==> src/design/rssc_pkg.sv <==
// shared types and constants for the range sum of squared counts block
// no dependencies

package rssc_pkg;

   localparam int ARRAY_DEPTH_DEFAULT = 131072;
   localparam int VALUE_COUNT_DEFAULT = 131072;
   localparam int QUEUE_DEPTH         = 2;

   localparam int FIELD_W    = 17;
   localparam int LEN_W      = 18;
   localparam int COUNT_W    = 18;
   localparam int SUM_W      = 35;
   localparam int KIND_W     = 2;
   localparam int REQ_DATA_W = 72;
   localparam int RSP_DATA_W = 40;

   localparam logic [KIND_W-1:0] KIND_LOAD  = 2'd0;
   localparam logic [KIND_W-1:0] KIND_QUERY = 2'd1;
   localparam logic [KIND_W-1:0] KIND_CLEAR = 2'd2;

   typedef enum logic [1:0] {
      CMD_LOAD,
      CMD_QUERY,
      CMD_BAD,
      CMD_CLEAR
   } cmd_op_type;

   // load: a = position, b = value; query: a = left, b = right
   typedef struct packed {
      cmd_op_type         op;
      logic [FIELD_W-1:0] a;
      logic [FIELD_W-1:0] b;
   } cmd_type;

endpackage

==> src/design/rssc_queue.sv <==
// short command queue between intake and window engine
// depends on rssc_pkg

module rssc_queue
   import rssc_pkg::*;
(
   input  logic    clock,
   input  logic    reset,
   input  logic    push,
   input  cmd_type push_cmd,
   output logic    full,
   output logic    not_empty,
   input  logic    pop,
   output cmd_type head
);

   localparam int PW = (QUEUE_DEPTH > 1) ? $clog2(QUEUE_DEPTH) : 1;
   localparam int CW = $clog2(QUEUE_DEPTH + 1);

   cmd_type         entry_ff [QUEUE_DEPTH];
   logic [PW-1:0]   wr_ptr_ff;
   logic [PW-1:0]   wr_ptr_in;
   logic [PW-1:0]   rd_ptr_ff;
   logic [PW-1:0]   rd_ptr_in;
   logic [CW-1:0]   fill_ff;
   logic [CW-1:0]   fill_in;

   assign full      = fill_ff == CW'(QUEUE_DEPTH);
   assign not_empty = fill_ff != '0;
   assign head      = entry_ff[rd_ptr_ff];

   always_comb begin
      wr_ptr_in = wr_ptr_ff;
      rd_ptr_in = rd_ptr_ff;
      fill_in   = fill_ff;
      if (push) begin
         wr_ptr_in = (wr_ptr_ff == PW'(QUEUE_DEPTH - 1)) ? '0 : wr_ptr_ff + PW'(1);
      end
      if (pop) begin
         rd_ptr_in = (rd_ptr_ff == PW'(QUEUE_DEPTH - 1)) ? '0 : rd_ptr_ff + PW'(1);
      end
      if (push && !pop) begin
         fill_in = fill_ff + CW'(1);
      end else if (pop && !push) begin
         fill_in = fill_ff - CW'(1);
      end
   end

   always_ff @(posedge clock) begin
      if (reset) begin
         wr_ptr_ff <= '0;
         rd_ptr_ff <= '0;
         fill_ff   <= '0;
      end else begin
         wr_ptr_ff <= wr_ptr_in;
         rd_ptr_ff <= rd_ptr_in;
         fill_ff   <= fill_in;
      end
   end

   always_ff @(posedge clock) begin
      if (push) begin
         entry_ff[wr_ptr_ff] <= push_cmd;
      end
   end

endmodule

==> config.mk <==
export PLATFORM = sky130hd
export DESIGN_NAME = rssc_queue
export DESIGN_NICKNAME = d
export VERILOG_FILES = /design/src/design/rssc_pkg.sv /design/src/design/rssc_queue.sv
export SDC_FILE = /design/constraint.sdc
export NUM_CORES = 1
export LEC_CHECK = 0
export ABC_AREA = 1
export BUFFER_PORTS_ARGS = -buffer_cell sky130_fd_sc_hd__clkbuf_2
export CORE_ASPECT_RATIO = 1.5
export CORE_MARGIN = 3
export CORE_UTILIZATION = 55
export CTS_CLUSTER_SIZE = 28
export DETAILED_ROUTE_END_ITERATION = 8
export PLACE_DENSITY = 0.83
export SYNTH_ARGS = -nofsm -noshare
export SYNTH_HDL_FRONTEND = slang
export SYNTH_SLANG_ARGS = --single-unit
export TNS_END_PERCENT = 10
==> constraint.sdc <==
create_clock -name clock -period 8.6 [get_ports clock]
set_clock_uncertainty 0.2 [all_clocks]
set_input_delay 2.58 -clock clock [delete_from_list [all_inputs] [get_ports clock]]
set_output_delay 2.58 -clock clock [all_outputs]
set_load 0.05 [all_outputs]
Yosys cells after proc, flatten, opt, wreduce, memory -nomap -nowiden. Memories as Yosys holds them, arrays and structs flattened. A register that Yosys moved wholly into a read port is not among the register bits. Index checks and enable logic that the tools add are counted. W data, S select, Z words.

Bits in registers: 4. RAM bits: 72. Memories kept: 1.

Add/subtract/negate cells: 4. Equal/unequal tests: 1. Multiplexer cells: 8. Reduce and logical (&&, ||, !) cells: 6.

Memories: entry_ff (words 2, width 36, read ports 1, clocked after memory_dff 1, wr ports 1, RTL line rssc_queue.sv:20) `cmd_type entry_ff [QUEUE_DEPTH];`.

Operator list (number): $mux W1 (6); $mux W2 (2); $reduce_bool A2 Y1 (2); $add A1 B1 Y1 const B (2); $add A2 B1 Y2 const B (1); $eq A2 B2 Y1 const B (1); $logic_and A1 B1 Y1 (2); $logic_not A1 Y1 (2); $sub A2 B1 Y2 const B (1).

Longest topological paths before layout.
Depth in word-level cells: 4. Mapped depth: 8. Mapped depth without buffers: 8.

Least setup slack after synthesis. OpenSTA, ideal clock, no wires.

Path type: input to register. From: in push. To: mem entry_ff[0][0] in the netlist's numbering (enable). Library setup time: 0.430 ns. Data arrival time: 4.136 ns. Path slack: 3.834 ns. Stages on the path: 2. Buffers on the path: 0. Cells stage by stage: inv_1 > nor2_1.

Cells in the longest elaborated chain, start to end: 2.

RTL lines: start: declaration (RTL line rssc_queue.sv:9) `input logic push,`; $mux W1 (RTL line rssc_queue.sv:62) `if (push) begin`; $mux W1 (not written as such) (RTL line rssc_queue.sv:63) `entry_ff[wr_ptr_ff] <= push_cmd;`; end: declaration (RTL line rssc_queue.sv:20).

No other way between the ends.

==> results.sh <==
export IMPL_status="finished clean"
export IMPL_postRouteAntennaNets=0
export IMPL_hold_viol=0
export IMPL_io_pins=78
export IMPL_cts_buffer_depth=2
export IMPL_setup_slack_ns=3.72
export IMPL_min_path_type="reg2reg"
export IMPL_drv_cap=0
export IMPL_num_vias=1471
export IMPL_drt_total_wl_um=4600
export IMPL_numCtsBuffers=9
export IMPL_clkTransAtPathRegs_ns=0.07
export IMPL_area_growth_pct=21.2
export IMPL_cts_resized=0
export IMPL_tns_ns=0
export IMPL_stdcell_area_um2=3610
export IMPL_first_global_vias=1617
export IMPL_drive_above_1_share_pct=55.7
export IMPL_setup_violations=0
export IMPL_die_h_um=96.1
export IMPL_relSlewSlack_pct=23.9
export IMPL_final_util_pct=69.3
export IMPL_timing_hold_ws_ns=0.339
export IMPL_grt_overflow_total=0
export IMPL_worstSetupEndpointType="output pin"
export IMPL_synthCells=145
export IMPL_core_area_um2=5200
export IMPL_post_cts_buffers=0
export IMPL_grt_max_degree=37
export IMPL_dieArea_um2=6350
export IMPL_cts_tree="yes"
export IMPL_final_cells=303
export IMPL_dp_hpwl_um=3190
export IMPL_tightest_slew_ns=1.14
export IMPL_syn_area_um2=2980
export IMPL_ys_seq_area_share_pct=76.0
export IMPL_yosys_warnings=0
export IMPL_num_antenna_cells=0
export IMPL_place_congestion=0.704
export IMPL_vias_per_cell=4.85
export IMPL_first_iter_violations=53
export IMPL_p_per_area_nw_per_um2=243
export IMPL_reg2reg_slack_ns=6.71
export IMPL_clkSinkCount=77
export IMPL_min_from="fill_ff[1]"
export IMPL_clock_fmax_ghz=0.205
export IMPL_cp_start_kind="flip-flop"
export IMPL_avgSynthCellArea_um2=20.5
export IMPL_clk_latency_ns=0.34
export IMPL_post_route_period_util_pct=56.7
export IMPL_die_w_um=66.1
export IMPL_criticalPathCategory="reg2out"
export IMPL_fp_row_count=32
export IMPL_syn_num_nets=186
export IMPL_hold_depth=3
export IMPL_drc=0
export IMPL_drt_pass1_iterations=6
export IMPL_arrival_ns=2.10
export IMPL_fin_crit_ns=4.88
export IMPL_leakage_nw=1.48
export IMPL_avgRoutedWirePerCell_um=15.2
export IMPL_slew_violations=0
export IMPL_root_buffer="clkbuf_8"
export IMPL_r2r_cells=3
export IMPL_n_fill_cell=381
export IMPL_dp_cells=287
export IMPL_port_buffers=77
export IMPL_required_ns=5.82
export IMPL_antenna_found_initial=0
export IMPL_ys_ff_latch=77
export IMPL_worst_path_max_fanout=36
export IMPL_rsz0062_at_grt="false"
export IMPL_p_total_mw=0.876
export IMPL_postPlaceCellArea_um2=3390
export IMPL_cts_htree_levels=3
export IMPL_whs_endpoint="fill_ff[1]"
export IMPL_grt_util_all_layers_pct=16.2
export IMPL_fin_nets=271
export IMPL_yosysUniqueCellTypes=16
export IMPL_irDropWorstVdd_mv=0.178
export IMPL_grt_pass1_wl_um=7240
export IMPL_hold_buffers=0
export IMPL_r2r_end="entry_ff[1][32]"
export IMPL_dp_slack_ns=4.06
export IMPL_start_util_pct=57.2
export IMPL_reg2reg_from="wr_ptr_ff"
==> worst max-delay path, stage by stage, from the launching register on <==
cell and delay [ns]:
dfxtp_2 1.09, mux2_2 0.42, clkbuf_2 0.24
==> where the power goes <==
| group | switching [mW] | internal [mW] | leakage [nW] | total (mW) |
|---|---|---|---|---|
| combinational | 0.0962 | 0.0488 | 0.664 | 0.145 |
| sequential | 0.0142 | 0.433 | 0.718 | 0.447 |
| clock | 0.122 | 0.163 | 0.0985 | 0.284 |
| total | 0.232 | 0.644 | 1.48 | 0.876 |
==> worst max-delay path by stage <==
stage              start        endpoint  slack [ns]  cells after the start
5_1_grt        flip-flop        head[23]        3.59                      2
6_report       flip-flop        head[23]        3.72                      2
4_1_cts        flip-flop        head[23]        3.67                      2
3_5_place_dp   flip-flop        head[23]        4.06                      2
3_3_place_gp   flip-flop        head[15]        4.08                      2
2_1_floorplan       push  entry_ff[0][0]        3.83                      2
==> layer usage <==
metal / share of wire (%) / global-route usage [%] / up-vias
li1: - / - / 717
met4: 2.5 / 12.7 / 0
met1: 36 / 16.2 / 698
met5: 0 / 0 / -
met3: 5.0 / 4.56 / 9
met2: 57 / 27.5 / 47
==> layout by cell type, fill, tap and decap left out <==
| cell | synthesis | final |
|---|---|---|
| a21oi_1 | 1 | 1 |
| buf_4 | 0 | 1 |
| bufinv_16 | 0 | 2 |
| clkbuf_1 | 0 | 1 |
| clkbuf_2 | 0 | 77 |
| clkbuf_8 | 0 | 9 |
| clkinv_2 | 0 | 1 |
| clkinvlp_4 | 0 | 3 |
| dfxtp_1 | 5 | 4 |
| dfxtp_2 | 0 | 1 |
| edfxtp_1 | 72 | 72 |
| ha_1 | 1 | 1 |
| inv_1 | 9 | 9 |
| mux2_2 | 6 | 6 |
| mux2_4 | 30 | 30 |
| nand2_1 | 6 | 6 |
| nand3_1 | 1 | 1 |
| nand4_1 | 1 | 1 |
| nor2_1 | 6 | 5 |
| nor2_4 | 0 | 1 |
| nor3_1 | 1 | 1 |
| o21ai_0 | 1 | 1 |
| xnor2_1 | 1 | 1 |
==> cell usage after synthesis <==
cell,number,area [um^2]
nand2_1,6,22.5
nand4_1,1,6.26
dfxtp_1,5,100
ha_1,1,12.5
nor2_1,6,22.5
mux2_2,6,67.6
inv_1,9,33.8
nand3_1,1,5.00
buf_6,1,11.3
buf_12,3,60.1
o21ai_0,1,5.00
mux2_4,30,450
edfxtp_1,72,2160
xnor2_1,1,8.76
a21oi_1,1,5.00
nor3_1,1,5.00
==> state kept, by name, summed over array words and instances, names as in the netlist, named ones only <==
| register | cells |
|---|---|
| entry_ff | 72 |
| fill_ff | 2 |
| rd_ptr_ff | 1 |
| wr_ptr_ff | 1 |
==> cell type report <==
| cell class | instances | area [um^2] | share of cell area, % |
|---|---|---|---|
| multi-input cells | 55 | 618 | 17.1 |
| inverters | 9 | 33.8 | 0.936 |
| repair buffers | 78 | 393 | 10.9 |
| clock inverters | 6 | 87.6 | 2.43 |
| flip-flops and latches | 77 | 2260 | 62.7 |
| clock buffers | 10 | 128 | 3.54 |
| well taps | 68 | 85.1 | 2.36 |
==> kinds of logic (layout without fill, tap and decap cells) <==
logic type                 count (synthesis)  after routing  synth area share [%]
xor gates and xnor gates                   1              1                 0.294
buffers and inverters                     13            103                  3.53
AOI/OAI and AO/OA                          2              2                 0.336
and+or+nand+nor                           15             15                  2.06
adders and majority gates                  1              1                 0.420
DFF                                       77             77                  76.0
muxes                                     36             36                  17.4
No activity file was read; power rests on OpenSTA's default activity.
