<file path="src/design/rssc_pkg.sv">
// shared types and constants for the range sum of squared counts block
// no dependencies

package rssc_pkg;

   localparam int ARRAY_DEPTH_DEFAULT = 131072;
   localparam int VALUE_COUNT_DEFAULT = 131072;
   localparam int QUEUE_DEPTH         = 2;

   localparam int FIELD_W    = 17;
   localparam int LEN_W      = 18;
   localparam int COUNT_W    = 18;
   localparam int SUM_W      = 35;
   localparam int KIND_W     = 2;
   localparam int REQ_DATA_W = 72;
   localparam int RSP_DATA_W = 40;

   localparam logic [KIND_W-1:0] KIND_LOAD  = 2'd0;
   localparam logic [KIND_W-1:0] KIND_QUERY = 2'd1;
   localparam logic [KIND_W-1:0] KIND_CLEAR = 2'd2;

   typedef enum logic [1:0] {
      CMD_LOAD,
      CMD_QUERY,
      CMD_BAD,
      CMD_CLEAR
   } cmd_op_type;

   // load: a = position, b = value; query: a = left, b = right
   typedef struct packed {
      cmd_op_type         op;
      logic [FIELD_W-1:0] a;
      logic [FIELD_W-1:0] b;
   } cmd_type;

endpackage

</file>
<file path="src/design/rssc_front.sv">
// request intake: classifies requests, checks ranges, holds array_length
// depends on rssc_pkg

module rssc_front
   import rssc_pkg::*;
#(
   parameter int ARRAY_DEPTH = ARRAY_DEPTH_DEFAULT
) (
   input  logic                  clock,
   input  logic                  reset,
   input  logic                  req_tvalid,
   output logic                  req_tready,
   input  logic [REQ_DATA_W-1:0] req_tdata,
   input  logic [KIND_W-1:0]     req_tuser,
   input  logic                  csr_valid,
   output logic                  csr_ready,
   input  logic [LEN_W-1:0]      csr_wdata,
   input  logic                  back_open,
   input  logic                  queue_full,
   output logic                  push,
   output cmd_type               cmd
);

   logic [LEN_W-1:0]   len_ff;
   logic [LEN_W-1:0]   len_in;
   logic [FIELD_W-1:0] position;
   logic [FIELD_W-1:0] element_value;
   logic [FIELD_W-1:0] range_left;
   logic [FIELD_W-1:0] range_right;
   logic               keep;
   logic               bad;

   assign position      = req_tdata[16:0];
   assign element_value = req_tdata[33:17];
   assign range_left    = req_tdata[50:34];
   assign range_right   = req_tdata[67:51];

   assign csr_ready  = 1'b1;
   assign req_tready = back_open && !queue_full;
   assign push       = req_tvalid && req_tready && keep;

   assign bad = (range_left > range_right) || ({1'b0, range_right} >= len_ff) ||
                (int'(range_right) >= ARRAY_DEPTH);

   always_comb begin
      keep   = 1'b0;
      cmd.op = CMD_LOAD;
      cmd.a  = position;
      cmd.b  = element_value;
      case (req_tuser)
         KIND_LOAD: begin
            keep = int'(position) < ARRAY_DEPTH;
         end
         KIND_QUERY: begin
            keep   = 1'b1;
            cmd.op = bad ? CMD_BAD : CMD_QUERY;
            cmd.a  = range_left;
            cmd.b  = range_right;
         end
         KIND_CLEAR: begin
            keep   = 1'b1;
            cmd.op = CMD_CLEAR;
         end
         default: begin
            keep = 1'b0;
         end
      endcase
   end

   always_comb begin
      len_in = len_ff;
      if (csr_valid && csr_ready) begin
         len_in = csr_wdata;
      end
   end

   always_ff @(posedge clock) begin
      if (reset) begin
         len_ff <= '0;
      end else begin
         len_ff <= len_in;
      end
   end

endmodule

</file>
<file path="config.mk">
export PLATFORM = sky130hd
export DESIGN_NAME = rssc_front
export DESIGN_NICKNAME = d
export VERILOG_FILES = /design/src/design/rssc_pkg.sv /design/src/design/rssc_front.sv
export SDC_FILE = /design/constraint.sdc
export NUM_CORES = 1
export LEC_CHECK = 0
export ABC_AREA = 1
export BUFFER_PORTS_ARGS = -buffer_cell sky130_fd_sc_hd__buf_2
export CORE_UTILIZATION = 43
export DETAILED_ROUTE_END_ITERATION = 6
export PLACE_DENSITY = 0.82
export SYNTH_ARGS = -nofsm -noshare
export SYNTH_HDL_FRONTEND = slang
export SYNTH_SLANG_ARGS = --single-unit
</file>
<file path="constraint.sdc">
create_clock -name clock -period 2.1 [get_ports clock]
set_clock_uncertainty 0.2 [all_clocks]
set_input_delay 0.315 -clock clock [delete_from_list [all_inputs] [get_ports clock]]
set_output_delay 0.315 -clock clock [all_outputs]
set_load 0.1 [all_outputs]
</file>
## Yosys cells after proc, flatten, opt, wreduce, memory -nomap -nowiden

Index checks and enable logic that the tools add are counted.

| word-level totals | value |
|---|---|
| bits in registers | 18 |
| input port bits | 98 |
| output and inout port bits | 39 |
| logic and storage cells | 16 |

| cells by class | value |
|---|---|
| $lt $le $gt $ge | 2 |
| equal/unequal tests | 2 |
| multiplexer cells | 4 |
| reductions and logical operators | 7 |

Operator list:

| operator | count |
|---|---|
| 34-bit two-way mux | 1 |
| 17-bit by 18-bit greater-or-equal comparator with 1-bit output | 1 |
| 17-bit greater-than comparator | 1 |
| 2-bit one-hot mux with 2 select lines | 1 |
| 1-bit logical AND | 3 |
| 3-bit OR reduction | 1 |
| 2-bit by 1-bit equality test with 1-bit output (second input constant) | 1 |
| 2-bit equality test (second input constant) | 1 |
| 2-bit logical NOT | 1 |
| 2-bit two-way mux | 1 |
| 1-bit logical NOT | 1 |
| 1-bit logical OR | 1 |
| 1-bit two-way mux | 1 |

## Longest topological paths before layout

Gate-level depths: netlist (run 1).

| depth | value |
|---|---|
| depth in word-level cells | 4 |
| depth in mapped cells | 14 |
| mapped depth without buffers | 14 |

## Least setup slack after synthesis (run 1)

OpenSTA, ideal clock, no wires.

| timing | value |
|---|---|
| path kind | in2out |
| start point | input port back_open |
| end point | output port push |
| arrival | 3.041 ns |
| required time | 1.585 ns |
| slack | -1.456 ns |
| stages | 4 |
| buffers on the path | 0 |
| cells stage by stage | inv_1 nor2_1 nand2_1 nor2_1 |

| between the ends | value |
|---|---|
| cells in the longest elaborated chain, start to end | 3 |

Ends and longest elaborated chain:

| what | RTL line | source |
|---|---|---|
| start: declaration | rssc_front.sv:18 | `input logic back_open,` |
| 1-bit logical AND | rssc_front.sv:39 | `assign req_tready = back_open && !queue_full;` |
| net req_tready | rssc_front.sv:12 | `output logic req_tready,` |
| 1-bit logical AND (2 in series) | rssc_front.sv:40 | `assign push = req_tvalid && req_tready && keep;` |
| end: declaration | rssc_front.sv:20 | `output logic push,` |

The timed path passes the listed nets, and every way through them passes these cells.

==> impl_metrics.env, run 1 <==
export IMPL_end_kind="output port"
export IMPL_cts_root_buf="clkbuf_8"
export IMPL_post_route_drc_count=20
export IMPL_syn_to_final_growth_pct=101.9
export IMPL_violations="DRC, setup timing"
export IMPL_status="finished, violations left"
export IMPL_drt_wl_total_mm=9.595
export IMPL_synth_distinct_cells=25
export IMPL_rsz0062_at_grt="true"
export IMPL_synthesis_nets=440
export IMPL_initial_core_util_pct=45.95
export IMPL_grt_pass1_vias=2681
export IMPL_power_w=0.002042
export IMPL_dpl_hpwl_mm=5.649
export IMPL_drive_gt1_share_pct=65.27
export IMPL_cts_tree="yes"
export IMPL_dpl_cell_count=521
export IMPL_critical_path_class="reg2out"
export IMPL_clk_latency_ns=0.26
export IMPL_cts_buffers=3
export IMPL_fp_dieW_um=70.91
export IMPL_min_period_over_period_pct=123.1
export IMPL_hp_class="in2reg"
export IMPL_grt_pass1_wl_mm=11.67
export IMPL_wl_per_cell_um=18.10
export IMPL_boundaryPins=137
export IMPL_dr_total_vias=2838
export IMPL_largest_register_ffs=18
export IMPL_pre_cts_ws_ns=-0.3001
export IMPL_cellLeakagePower_nw=2.018
export IMPL_synth_edf_count=0
export IMPL_synthArstFlopShare_pct=0
export IMPL_cts_buffer_depth=2
export IMPL_yosysTopAreaCellShare_pct=22.67
export IMPL_gp_congestion=0.7922
export IMPL_regMostFlops="len_ff"
export IMPL_nFillCells=175
export IMPL_grt_overflow=0
export IMPL_path_buf_inv=3
export IMPL_setup_viol=2
export IMPL_postSynthAreaPerCell_sq_um=6.695
export IMPL_place_area_sq_mm=0.003671
export IMPL_critPathMaxStageDelay_ns=0.33
export IMPL_antennaDiodeCount=0
export IMPL_synthCells=305
export IMPL_synth_seq_cells=18
export IMPL_syn_area_sq_mm=0.002042
export IMPL_cts_htree_levels=1
export IMPL_grt_max_degree=36
export IMPL_hold_violations=0
export IMPL_reg_largest_list="len_ff (18)"
export IMPL_ant_nets=0
export IMPL_die_h_um=70.91
export IMPL_track_usage_pct=29.37
export IMPL_synth_area_leader_cell="ha_1"
export IMPL_ys_seq_area_share_pct=17.65
export IMPL_powerDensity_mw_per_mm2=495.2
export IMPL_antenna_found_initial=0
export IMPL_cts_sink_count=18
export IMPL_crit_chain="inv_2 > ha_4 > nand2_4 > nor2_4 > inv_1 > a21oi_1 > nor2_1 > nand2_1 > nor2_4 > nand2_2 > nand2_2 > a21oi_4 > buf_12"
export IMPL_io_buffers=131
export IMPL_layout_min_cycle_time_ns=2.585
export IMPL_hold_buffers=0
export IMPL_ir_worst_vdd_mv=0.5043
export IMPL_synth_warning_count=0
export IMPL_fmaxAchievable_mhz=386.9
export IMPL_maxCapViolations=0
export IMPL_finalInstanceArea_sq_mm=0.004123
export IMPL_cp_arrival_ns=2.07
export IMPL_cp_required_ns=1.58
export IMPL_layout_cells_non_filler=530
export IMPL_crit_family="simple AND/OR/NAND/NOR gates"
export IMPL_critPathMaxFanout=2
export IMPL_start_kind="flip-flop"
export IMPL_die_area_sq_mm=0.005028
export IMPL_drt_iter0_drc=123
export IMPL_synthTopCellsByArea="ha_1 (23%), dfxtp_1 (18%), inv_1 (10%)"
export IMPL_setup_ws_ns=-0.4846
export IMPL_first_pass_iters=7
export IMPL_num_rows=24
export IMPL_drv_slew=0
export IMPL_vias_per_cell=5.355
export IMPL_clkSlewWorstSetupHoldPaths_ns=0.07
export IMPL_critPathSlowestCell="dfxtp_2"
export IMPL_core_area_sq_mm=0.004444
export IMPL_synthFlopType="dfxtp_1"
export IMPL_fin_nets=614
## synth_stat cells (2+ instances only)
library cell / count
nor2_1: 50
a21oi_1: 30
buf_1: 2
nand2_1: 51
clkbuf_1: 4
buf_2: 4
ha_1: 37
mux2_2: 16
dfxtp_1: 18
nand3_1: 2
a211oi_1: 17
inv_1: 55
nor2_2: 5
a21o_1: 3
## worst paths after layout
path	startpoint	end	slack (ns)	cells past startpoint
worst max register to register	len_ff[15]	len_ff[15]	0.87	5
worst min register to register	len_ff[0]	len_ff[0]	0.33	2
worst min-delay path	csr_wdata[5]	len_ff[5]	0.13	3
worst max-delay path	len_ff[15]	cmd[35]	-0.48	13
## area by class of cell
class,instances,area (sq um),share of cell area (%)
inverters,57,219.0,5.311
multi-input cells,218,2007,48.68
clock buffers,4,55.05,1.335
repair buffers,181,1403,34.02
well taps,52,65.06,1.578
flip-flops and latches,18,374.1,9.074
## timing repair
item / in CTS / in global routing
setup buffers: 3 / 2
pin swaps: 18 / 14
hold endpoints to repair: 0 / 0
gates resized for setup: 26 / 66
setup endpoints to repair: 3 / 22
## placed cells by master (no fill, tap or decap)
master and count:
a21o_1 3, buf_12 23, nand4_1 1, a21oi_1 10
nor2_1 44, inv_4 2, buf_4 57, conb_1 1
a21oi_4 15, a211oi_1 17, clkinv_1 1, inv_1 29
nand2_2 11, mux2_2 16, a21boi_0 1, nand2_4 5
a21oi_2 6, nand3_1 1, buf_6 1, o21ai_0 1
dfxtp_2 11, inv_2 25, dfxtp_1 7, buf_2 99
o21ai_1 1, ha_1 13, clkbuf_4 1, nand2_1 36
nor2_4 6, ha_4 24, nand3_2 1, clkbuf_8 4
nor2_2 5
## stage by stage
stage	TNS (ns)	hold slack, ns	utilization (%)
finish	-0.8622	0.1277	92.76
global route	-0.9871	0.1359	92.76
CTS	-0.6486	0.1015	87.05
floorplan	-2.542	0.2392	-
global placement	-0.4130	0.2614	82.60
detailed placement	-0.5610	0.2737	82.60
## worst reg2reg max path: cells and delay by family, from the launching register on
| kind | cells | cell delay, ns |
|---|---|---|
| buffers and inverters | 4 | 0.42 |
| DFF | 1 | 0.33 |
| AOI/OAI and AO/OA | 1 | 0.20 |
## logic make-up after synthesis
group	synth area share, %
simple gates	21.20
buf+inv	13.48
compound gates	15.99
fa+ha+maj	22.67
flops	17.65
mux	8.823
other cells	0.1836
## report_power, final
group | leakage (nW) | internal [W] | switching (W) | total [W]
Combinational | 1.84 | 0.000506 | 0.000861 | 0.00137
Sequential | 0.153 | 0.000368 | 0.0000139 | 0.000382
Clock | 0.0288 | 0.000167 | 0.000124 | 0.000292
## layer usage
layer | GRT usage, % | vias up | share of wire [%]
li1 | - | 1333 | -
met1 | 29.91 | 1294 | 35
met2 | 59.94 | 161 | 55
met3 | 2.279 | 50 | 5.6
met4 | 13.11 | 0 | 4.9
met5 | 0 | - | 0
Power figures use the tool's default switching activity.
==> run 2, diff against run 1 <==
--- a/config.mk
+++ b/config.mk
@@ -5,11 +5,10 @@
 export SDC_FILE = /design/constraint.sdc
 export NUM_CORES = 1
 export LEC_CHECK = 0
-export ABC_AREA = 1
 export BUFFER_PORTS_ARGS = -buffer_cell sky130_fd_sc_hd__buf_2
-export CORE_UTILIZATION = 43
+export CORE_UTILIZATION = 42
 export DETAILED_ROUTE_END_ITERATION = 6
-export PLACE_DENSITY = 0.82
+export PLACE_DENSITY = 0.81
 export SYNTH_ARGS = -nofsm -noshare
 export SYNTH_HDL_FRONTEND = slang
 export SYNTH_SLANG_ARGS = --single-unit
==> run 2 against run 1 <==
Compared with the run above:
- the run still ends with DRC, setup timing left
- maximum frequency shrank 3.5%
- total power shrank 11%
- largest cell class unchanged
- worst setup slack lost 0.093 ns
- register-to-register slack gained 0.27 ns
- routed wire length shrank 33%
- clock power shrank 7.5%
- highest routed layer unchanged
- synthesized cell count shrank 25%
- critical path depth shrank 4
- non-clock buffer count shrank 17
- core utilization shrank 11 points
==> impl_metrics.env, run 2 <==
export IMPL_post_route_drc_count=22
export IMPL_vias_per_cell=5.116
export IMPL_clkSlewWorstSetupHoldPaths_ns=0.07
export IMPL_drv_slew=0
export IMPL_grt_max_degree=23
export IMPL_synthesis_nets=365
export IMPL_fin_nets=525
export IMPL_largest_register_ffs=18
export IMPL_mostFrequentLayoutCells="buf_2 (94), buf_12 (38), inv_1 (34), mux2_2 (34), ha_1 (33)"
export IMPL_ys_seq_area_share_pct=18.16
export IMPL_die_area_sq_mm=0.005003
export IMPL_cts_htree_levels=1
export IMPL_synthCells=230
export IMPL_core_area_sq_mm=0.004444
export IMPL_critPathSlowestCell="dfxtp_2"
export IMPL_cp_arrival_ns=2.16
export IMPL_critPathMaxFanout=3
export IMPL_cellLeakagePower_nw=1.888
export IMPL_cp_required_ns=1.58
export IMPL_ir_worst_vdd_mv=0.6873
export IMPL_layout_min_cycle_time_ns=2.677
export IMPL_grt_pass1_wl_mm=10.07
export IMPL_grt_overflow=0
export IMPL_drive_gt1_share_pct=58.35
export IMPL_io_buffers=131
export IMPL_cts_tree="yes"
export IMPL_cts_root_buf="clkbuf_8"
export IMPL_tightest_slew_ns=0.5220
export IMPL_dpl_hpwl_mm=5.618
export IMPL_powerDensity_mw_per_mm2=500.0
export IMPL_dpl_cell_count=437
export IMPL_min_period_over_period_pct=127.5
export IMPL_critical_path_class="reg2out"
export IMPL_hold_buffers=0
export IMPL_status="finished, violations left"
export IMPL_netlist_top_cells_count="ha_1 (37), inv_1 (37), mux2_2 (34)"
export IMPL_synthTopCellsByArea="ha_1 (23%), mux2_2 (19%), dfxtp_1 (18%)"
export IMPL_regMostFlops="len_ff"
export IMPL_antenna_found_initial=0
export IMPL_fp_dieW_um=70.74
export IMPL_boundaryPins=137
export IMPL_cts_buffer_depth=2
export IMPL_synth_edf_count=0
export IMPL_syn_area_sq_mm=0.001984
export IMPL_ant_nets=0
export IMPL_syn_to_final_growth_pct=83.23
export IMPL_synth_seq_cells=18
export IMPL_setup_viol=2
export IMPL_track_usage_pct=24.64
export IMPL_initial_core_util_pct=44.65
export IMPL_synth_area_leader_cell="ha_1"
export IMPL_grt_pass1_vias=2315
export IMPL_dr_total_vias=2256
export IMPL_slew_headroom_pct=65.20
export IMPL_crit_chain="inv_2 > ha_4 > and4_1 > o21ai_1 > nor4_1 > a21boi_2 > nor2_2 > a311oi_4 > buf_12"
export IMPL_yosysTopAreaCellShare_pct=23.33
export IMPL_r2r_setup_slack_ns=1.14
export IMPL_wl_per_cell_um=14.49
export IMPL_drt_iter0_drc=106
export IMPL_die_h_um=70.74
export IMPL_final_common_cell="buf_2"
export IMPL_first_pass_iters=6
export IMPL_violations="DRC, setup timing"
export IMPL_cts_sink_count=18
export IMPL_synthArstFlopShare_pct=0
export IMPL_hp_class="in2reg"
export IMPL_clk_latency_ns=0.25
export IMPL_maxCapViolations=0
export IMPL_postSynthAreaPerCell_sq_um=8.628
export IMPL_hold_violations=0
export IMPL_rsz0062_at_grt="true"
export IMPL_gp_congestion=0.8446
export IMPL_setup_ws_ns=-0.5773
export IMPL_final_core_util_pct=81.81
export IMPL_synth_distinct_cells=32
export IMPL_antennaDiodeCount=0
export IMPL_layout_cells_non_filler=441
export IMPL_reg_largest_list="len_ff (18)"
export IMPL_synth_warning_count=0
export IMPL_critPathMaxStageDelay_ns=0.34
export IMPL_fmaxAchievable_mhz=373.5
export IMPL_nFillCells=290
export IMPL_num_rows=24
export IMPL_drt_wl_total_mm=6.392
export IMPL_end_kind="output port"
export IMPL_synthFlopType="dfxtp_1"
export IMPL_cts_buffers=3
export IMPL_start_kind="flip-flop"
run 2: cells by family (layout without fill, tap and decap cells):
family	Yosys count	in the layout	synth area share, %
AO/OA/AOI/OAI	29	29	9.395
adder cells (fa/ha/maj)	37	37	23.33
buffers and inverters	46	205	9.205
flip-flops	18	18	18.16
multiplexers	52	52	28.37
other	1	1	0.1890
AND/OR/NAND/NOR	47	47	11.35
run 2: layer usage:
metal / track usage (%) / vias to the layer above / share of wire [%]
li1: - / 1112 / -
met3: 2.849 / 12 / 4.7
met2: 49.68 / 82 / 55
met4: 6.444 / 0 / 1.7
met5: 0 / - / 0
met1: 26.80 / 1050 / 39
run 2: through the flow:
| stage | hold WS, ns | power (W) | TNS [ns] | instance area, sq um | setup WS, ns |
|---|---|---|---|---|---|
| floorplan | 0.2604 | 0.001060 | -1.113 | 2029 | -0.5571 |
| global placement | 0.2749 | 0.001506 | -1.092 | 3522 | -0.5510 |
| detailed placement | 0.2880 | 0.001536 | -1.147 | 3522 | -0.5840 |
| CTS | 0.1073 | 0.001817 | -1.045 | 3631 | -0.5594 |
| global route | 0.1033 | 0.001904 | -1.280 | 3636 | -0.6491 |
| finish | 0.1043 | 0.001818 | -1.126 | 3636 | -0.5773 |
run 2: area by class of cell:
type / count / area (sq um) / share of cell area (%)
multi-input cells: 166 / 1535 / 42.22
well taps: 52 / 65.06 / 1.789
repair buffers: 164 / 1471 / 40.47
clock buffers: 4 / 55.05 / 1.514
inverters: 37 / 138.9 / 3.820
flip-flops and latches: 18 / 370.4 / 10.19
run 2: path summary, 6_finish.rpt:
check / start / endpoint / cells past startpoint
setup / recovery: len_ff[9] / cmd[35] / 9
hold / removal: csr_wdata[1] / len_ff[1] / 3
setup reg to reg: len_ff[13] / len_ff[13] / 3
hold reg to reg: len_ff[15] / len_ff[15] / 2
run 2: what timing repair did:
item                       in CTS  in global routing
setup endpoints to repair       2                  2
hold endpoints to repair        0                  0
resized for setup              17                  2
pin swaps                       8                  2
setup buffers                   0                  0
run 2: critical path: cells and delay by family, from the launching register on:
kind	cells	cell delay, ns
flops	1	0.34
simple gates	3	0.46
compound gates	3	0.59
fa+ha+maj	1	0.26
buf+inv	2	0.27
run 2: power by group:
part           leakage [nW]  internal, W  total (W)  switching (W)
combinational          1.71     0.000478    0.00117       0.000694
sequential            0.151     0.000364   0.000376      0.0000118
clock                0.0288     0.000166   0.000270       0.000104
